`src/e2q_pkg.sv`:
```
// ============================================================================
// e2q_pkg - shared types and constants of the Euler to quaternion converter
// Holds the CORDIC word formats, the per-axis cell payload and the
// arctangent table used by every rotation cell.
// ============================================================================
`default_nettype none

package e2q_pkg;

    localparam int TRIG_ITERATIONS = 16;
    localparam int ATAN_ENTRIES    = 24;
    localparam int CORDIC_STAGES   = (TRIG_ITERATIONS < ATAN_ENTRIES) ?
                                     TRIG_ITERATIONS : ATAN_ENTRIES;
    localparam int SHIFT_W         = $clog2(ATAN_ENTRIES);

    localparam int ANGLE_W = 16;
    localparam int QUAT_W  = 16;
    localparam int TRIG_W  = 32;
    localparam int ACC_W   = 34;
    localparam int PROD_W  = 64;

    localparam int NUM_AXES  = 3;
    localparam int AXIS_ROLL  = 0;
    localparam int AXIS_PITCH = 1;
    localparam int AXIS_YAW   = 2;

    localparam logic signed [TRIG_W-1:0] CORDIC_X0 = 32'sd652032874;
    localparam int Q14_ONE = 16384;

    typedef struct packed {
        logic signed [TRIG_W-1:0] x;
        logic signed [TRIG_W-1:0] y;
        logic signed [ACC_W-1:0]  z;
    } t_rot;

    typedef t_rot [NUM_AXES-1:0] t_axes;

    // Arctangent of 2^-i in units of pi/2^31.
    function automatic logic signed [ACC_W-1:0] atan_unit(input logic [SHIFT_W-1:0] idx);
        logic signed [ACC_W-1:0] v;
        case (idx)
            5'd0:    v = 34'sd536870912;
            5'd1:    v = 34'sd316933406;
            5'd2:    v = 34'sd167458907;
            5'd3:    v = 34'sd85004756;
            5'd4:    v = 34'sd42667331;
            5'd5:    v = 34'sd21354465;
            5'd6:    v = 34'sd10679838;
            5'd7:    v = 34'sd5340245;
            5'd8:    v = 34'sd2670163;
            5'd9:    v = 34'sd1335087;
            5'd10:   v = 34'sd667544;
            5'd11:   v = 34'sd333772;
            5'd12:   v = 34'sd166886;
            5'd13:   v = 34'sd83443;
            5'd14:   v = 34'sd41722;
            5'd15:   v = 34'sd20861;
            5'd16:   v = 34'sd10430;
            5'd17:   v = 34'sd5215;
            5'd18:   v = 34'sd2608;
            5'd19:   v = 34'sd1304;
            5'd20:   v = 34'sd652;
            5'd21:   v = 34'sd326;
            5'd22:   v = 34'sd163;
            5'd23:   v = 34'sd81;
            default: v = '0;
        endcase
        return v;
    endfunction

endpackage

`default_nettype wire

```
`src/e2q_cell.sv`:
```
// ============================================================================
// e2q_cell - one CORDIC rotation step for all three axes
// Applies micro-rotation number i_shift to roll, pitch and yaw at once and
// registers the result with its own valid bit, handing it on to the next cell.
// ============================================================================
`default_nettype none

module e2q_cell
    import e2q_pkg::*;
(
    input  wire logic               i_clk,
    input  wire logic               i_rst_n,
    input  wire logic [SHIFT_W-1:0] i_shift,
    input  wire logic               i_valid,
    output logic                    o_ready,
    input  wire t_axes              i_data,
    output logic                    o_valid,
    input  wire logic               i_ready,
    output t_axes                   o_data
);

    logic  r_valid;
    t_axes r_data;
    t_axes n_data;
    logic  w_load;
    logic signed [ACC_W-1:0] w_atan;

    assign w_load  = !r_valid || i_ready;
    assign o_ready = w_load;
    assign o_valid = r_valid;
    assign o_data  = r_data;
    assign w_atan  = atan_unit(i_shift);

    always_comb begin
        for (int a = 0; a < NUM_AXES; a++) begin
            // The sign of the residual angle picks the rotation direction.
            if (!i_data[a].z[ACC_W-1]) begin
                n_data[a].x = i_data[a].x - (i_data[a].y >>> i_shift);
                n_data[a].y = i_data[a].y + (i_data[a].x >>> i_shift);
                n_data[a].z = i_data[a].z - w_atan;
            end else begin
                n_data[a].x = i_data[a].x + (i_data[a].y >>> i_shift);
                n_data[a].y = i_data[a].y - (i_data[a].x >>> i_shift);
                n_data[a].z = i_data[a].z + w_atan;
            end
        end
    end

    always_ff @(posedge i_clk) begin
        if (!i_rst_n) begin
            r_valid <= 1'b0;
        end else if (w_load) begin
            r_valid <= i_valid;
        end
    end

    always_ff @(posedge i_clk) begin
        if (w_load && i_valid) begin
            r_data <= n_data;
        end
    end

endmodule

`default_nettype wire

```
`config.mk`:
```
export PLATFORM = sky130hd
export DESIGN_NAME = e2q_cell
export DESIGN_NICKNAME = d
export VERILOG_FILES = /design/src/e2q_pkg.sv /design/src/e2q_cell.sv
export SDC_FILE = /design/constraint.sdc
export NUM_CORES = 2
export LEC_CHECK = 0
export CAP_MARGIN = 20
export CORE_MARGIN = 2
export CORE_UTILIZATION = 40
export CTS_BUF_LIST = sky130_fd_sc_hd__clkbuf_4
export CTS_CLUSTER_DIAMETER = 100
export DETAILED_ROUTE_END_ITERATION = 10
export DONT_BUFFER_PORTS = 1
export RECOVER_POWER = 50
export SLEW_MARGIN = 0
export SYNTH_ARGS = -nofsm -noshare
export SYNTH_HDL_FRONTEND = slang
export SYNTH_SLANG_ARGS = --single-unit
```
`constraint.sdc`:
```
create_clock -name i_clk -period 10.3 [get_ports i_clk]
set_input_delay 2.06 -clock i_clk [delete_from_list [all_inputs] [get_ports i_clk]]
set_output_delay 2.06 -clock i_clk [all_outputs]
set_load 0.005 [all_outputs]
```
==> flow_summary.toml <==
[placement]
gp_congestion = 1.00
dp_hpwl_um = 129000
place_area_sq_um = 42400
port_buffers = 0

[clock_tree]
cts_tree = "built"
cts.htree.levels = 3
insertion_delay_ns = 1.01
cts_buffers = 85
clk_pin_slew_ns = 0.06
cts_num_sinks = 295
cts_setup_buffers = 0
cts_buffer_depth = 3
cts_hold_buffers = 0
cts-resized-gates = 0
cts_root_buf = "clkbuf_4"

[detailed_routing]
viasPerCell = 6.52
routed_wirelength_um = 168000
drtAntennaViolNets = 0
vias = 38400
drtPass1Iterations = 7
drt-initial-drc-count = 4081
post_drt_wl_per_cell_um = 28.6
drc_errors = 0

[finish]
finalNetCount = 5044
drive_gt1_frac = 0.132
synthToLayoutAreaGrowth_pct = 4.55
post-route-cell-area_sq_um = 43400
layout_common_cells = "nor2_1 (400), a21oi_1 (397), nand2_1 (361), xnor2_1 (302), ha_1 (299)"
final_util = 0.421
layout_commonest_cell = "nor2_1"

[power_and_ir_drop]
p_total_mw = 6.04
leakagePower_nw = 16.8
peakVddDrop_mv = 0.0873
powerDensity_nw_per_um2 = 139

[sta]
relSlewSlack = -1.49
worst_pin_slew_ns = 3.74
finClkSkew_ns = 0.0917
hold_violations = 0
post-route-min-period_ns = 8.65
fmax_mhz = 116
rsz0062_at_grt = "no"
setup_violations = 0
finalMaxSlewViolations = 228
tns_ns = 0
timing.final.crit_share = 0.839
whs_ns = 0.575

[logic_synthesis]
async_flop_share = 0
netlist_instances = 4555
ys.flop_type = "edfxtp_1"
avgSynthCellArea_sq_um = 9.12
seq_area_frac_synth = 0.213
synth_edf_count = 294
netlist_area_sq_um = 41500
synth_area_leaders = "edfxtp_1 (21%), mux4_2 (12%), ha_1 (9.0%)"
synth.top_cell.area_share = 0.213
ys_types = 100
synth_top_area_cell = "edfxtp_1"
syn_nets = 5166
ys_ff_latch = 295
ys_warn_count = 0

[status]
status = "finished with violations"
violations = "capacitance limit, slew limit"

[floorplan]
io_pins = 599
die_w_um = 326
core-area_sq_um = 103000
initial_core_util = 0.402
die_height_um = 326
die_area_sq_um = 106000
placementRows = 118

[grt]
grt_pass1_vias = 36300
track_usage = 0.304
grt_overflow = 0
grt_max_degree = 312
antenna_found_initial = 9
grt_pass1_wl_um = 244000

[min_path]
hold_path.class = "flop to flop"

[setup_path]
crit_arrival_ns = 9.32
reg2reg_slack_ns = 4.05
critPathKind = "input port to flop"
slowest_delay_ns = 0.70
worstSetupEndpointType = "flop"
critPathRequiredTime_ns = 10.98
cp_cell_sequence = "inv_1 -> ha_1 -> nand2b_1 -> a21oi_1 -> a211oi_1 -> ha_1 -> inv_1 -> or4_1 -> and4b_1 -> nor2b_1 -> and3_1 -> nor2_1 -> mux2_2 -> ha_1 -> a21oi_1 -> o21ai_0 -> a32o_1 -> a211oi_1 -> a31oi_1 -> a31oi_1 -> o211ai_1 -> a21o_1 -> a21oi_1 -> xor2_1"
crit_fanout = 311
worstSetupStartpointType = "input port"
slowest_stage = "inv_1"

[run]
maxCapViolCount = 4
area by class of cell:
type                       instances  area [sq um]
tap                             1380          1730
inverter                         123           464
fill                           10300         59800
clock inverter                    35           188
clock buffer                     111           833
timing repair buffer              39           294
multi-input combinational       3889         31000
antenna                           14          35.0
sequential                       295          8850
where the power goes:
part	internal, mW	switching, mW
Sequential	1.76	0.191
Combinational	1.28	1.71
Clock	0.529	0.573
Total	3.57	2.47
Yosys cell counts (43+ instances only):
library cell / n
nor2b_1: 51
a211oi_1: 49
mux2_2: 123
o211ai_1: 49
a31oi_1: 83
o21a_1: 65
xor2_1: 148
a21o_1: 126
a21oi_1: 397
buf_2: 76
nand2_1: 361
nand2b_1: 56
ha_1: 299
and2_1: 44
nor3_1: 61
clkbuf_1: 97
mux4_2: 225
nand3_1: 77
o22ai_1: 53
inv_1: 119
nor2_1: 402
xnor2_1: 302
o21ai_0: 212
edfxtp_1: 294
and3_1: 43
mux2i_1: 191
path summary, 6_finish.rpt:
path | depth (start not counted) | startpoint | end
worst max-delay path | 24 | i_shift[0] | o_data[229]$_DFFE_PP_
worst min-delay path | 2 | o_valid$_SDFFE_PN0N_ | o_valid$_SDFFE_PN0N_
worst min register to register | 2 | o_valid$_SDFFE_PN0N_ | o_valid$_SDFFE_PN0N_
worst max register to register | 4 | o_valid$_SDFFE_PN0N_ | o_data[95]$_DFFE_PP_
worst max-delay path, delay by kind of cell:
| family | cells | cell delay [ns] |
|---|---|---|
| multiplexers | 1 | 0.27 |
| buffers and inverters | 2 | 0.76 |
| AND/OR/NAND/NOR | 6 | 1.70 |
| XOR/XNOR | 1 | 0.09 |
| AO/OA/AOI/OAI | 11 | 3.18 |
| adder cells (fa/ha/maj) | 3 | 1.08 |
per-layer routing:
| metal | track usage | vias to the layer above | wire [um] |
|---|---|---|---|
| met5 | 0 | - | 31 |
| li1 | - | 17300 | - |
| met1 | 0.350 | 18400 | 60700 |
| met3 | 0.0972 | 499 | 18400 |
| met2 | 0.502 | 2158 | 79000 |
| met4 | 0.161 | 4 | 10000 |
registers in the layout, indices dropped and copies added (netlist names):
signal and flops:
o_data 294, o_valid 1
kinds of logic after synthesis:
kind of cell | synth area share
AOI/OAI and AO/OA | 0.213
xor gates and xnor gates | 0.0949
adders and majority gates | 0.0944
buffers and inverters | 0.0407
DFF | 0.213
muxes | 0.202
and+or+nand+nor | 0.142
metrics by stage:
step                      setup slack, ns  instances
after floorplan                     0.719       4555
after global routing                 1.12       5881
after detailed placement             1.02       5726
after CTS                            2.03       5872
after global placement               1.27       5726
final                                1.65       5886
(Power assumes the default switching activity.)
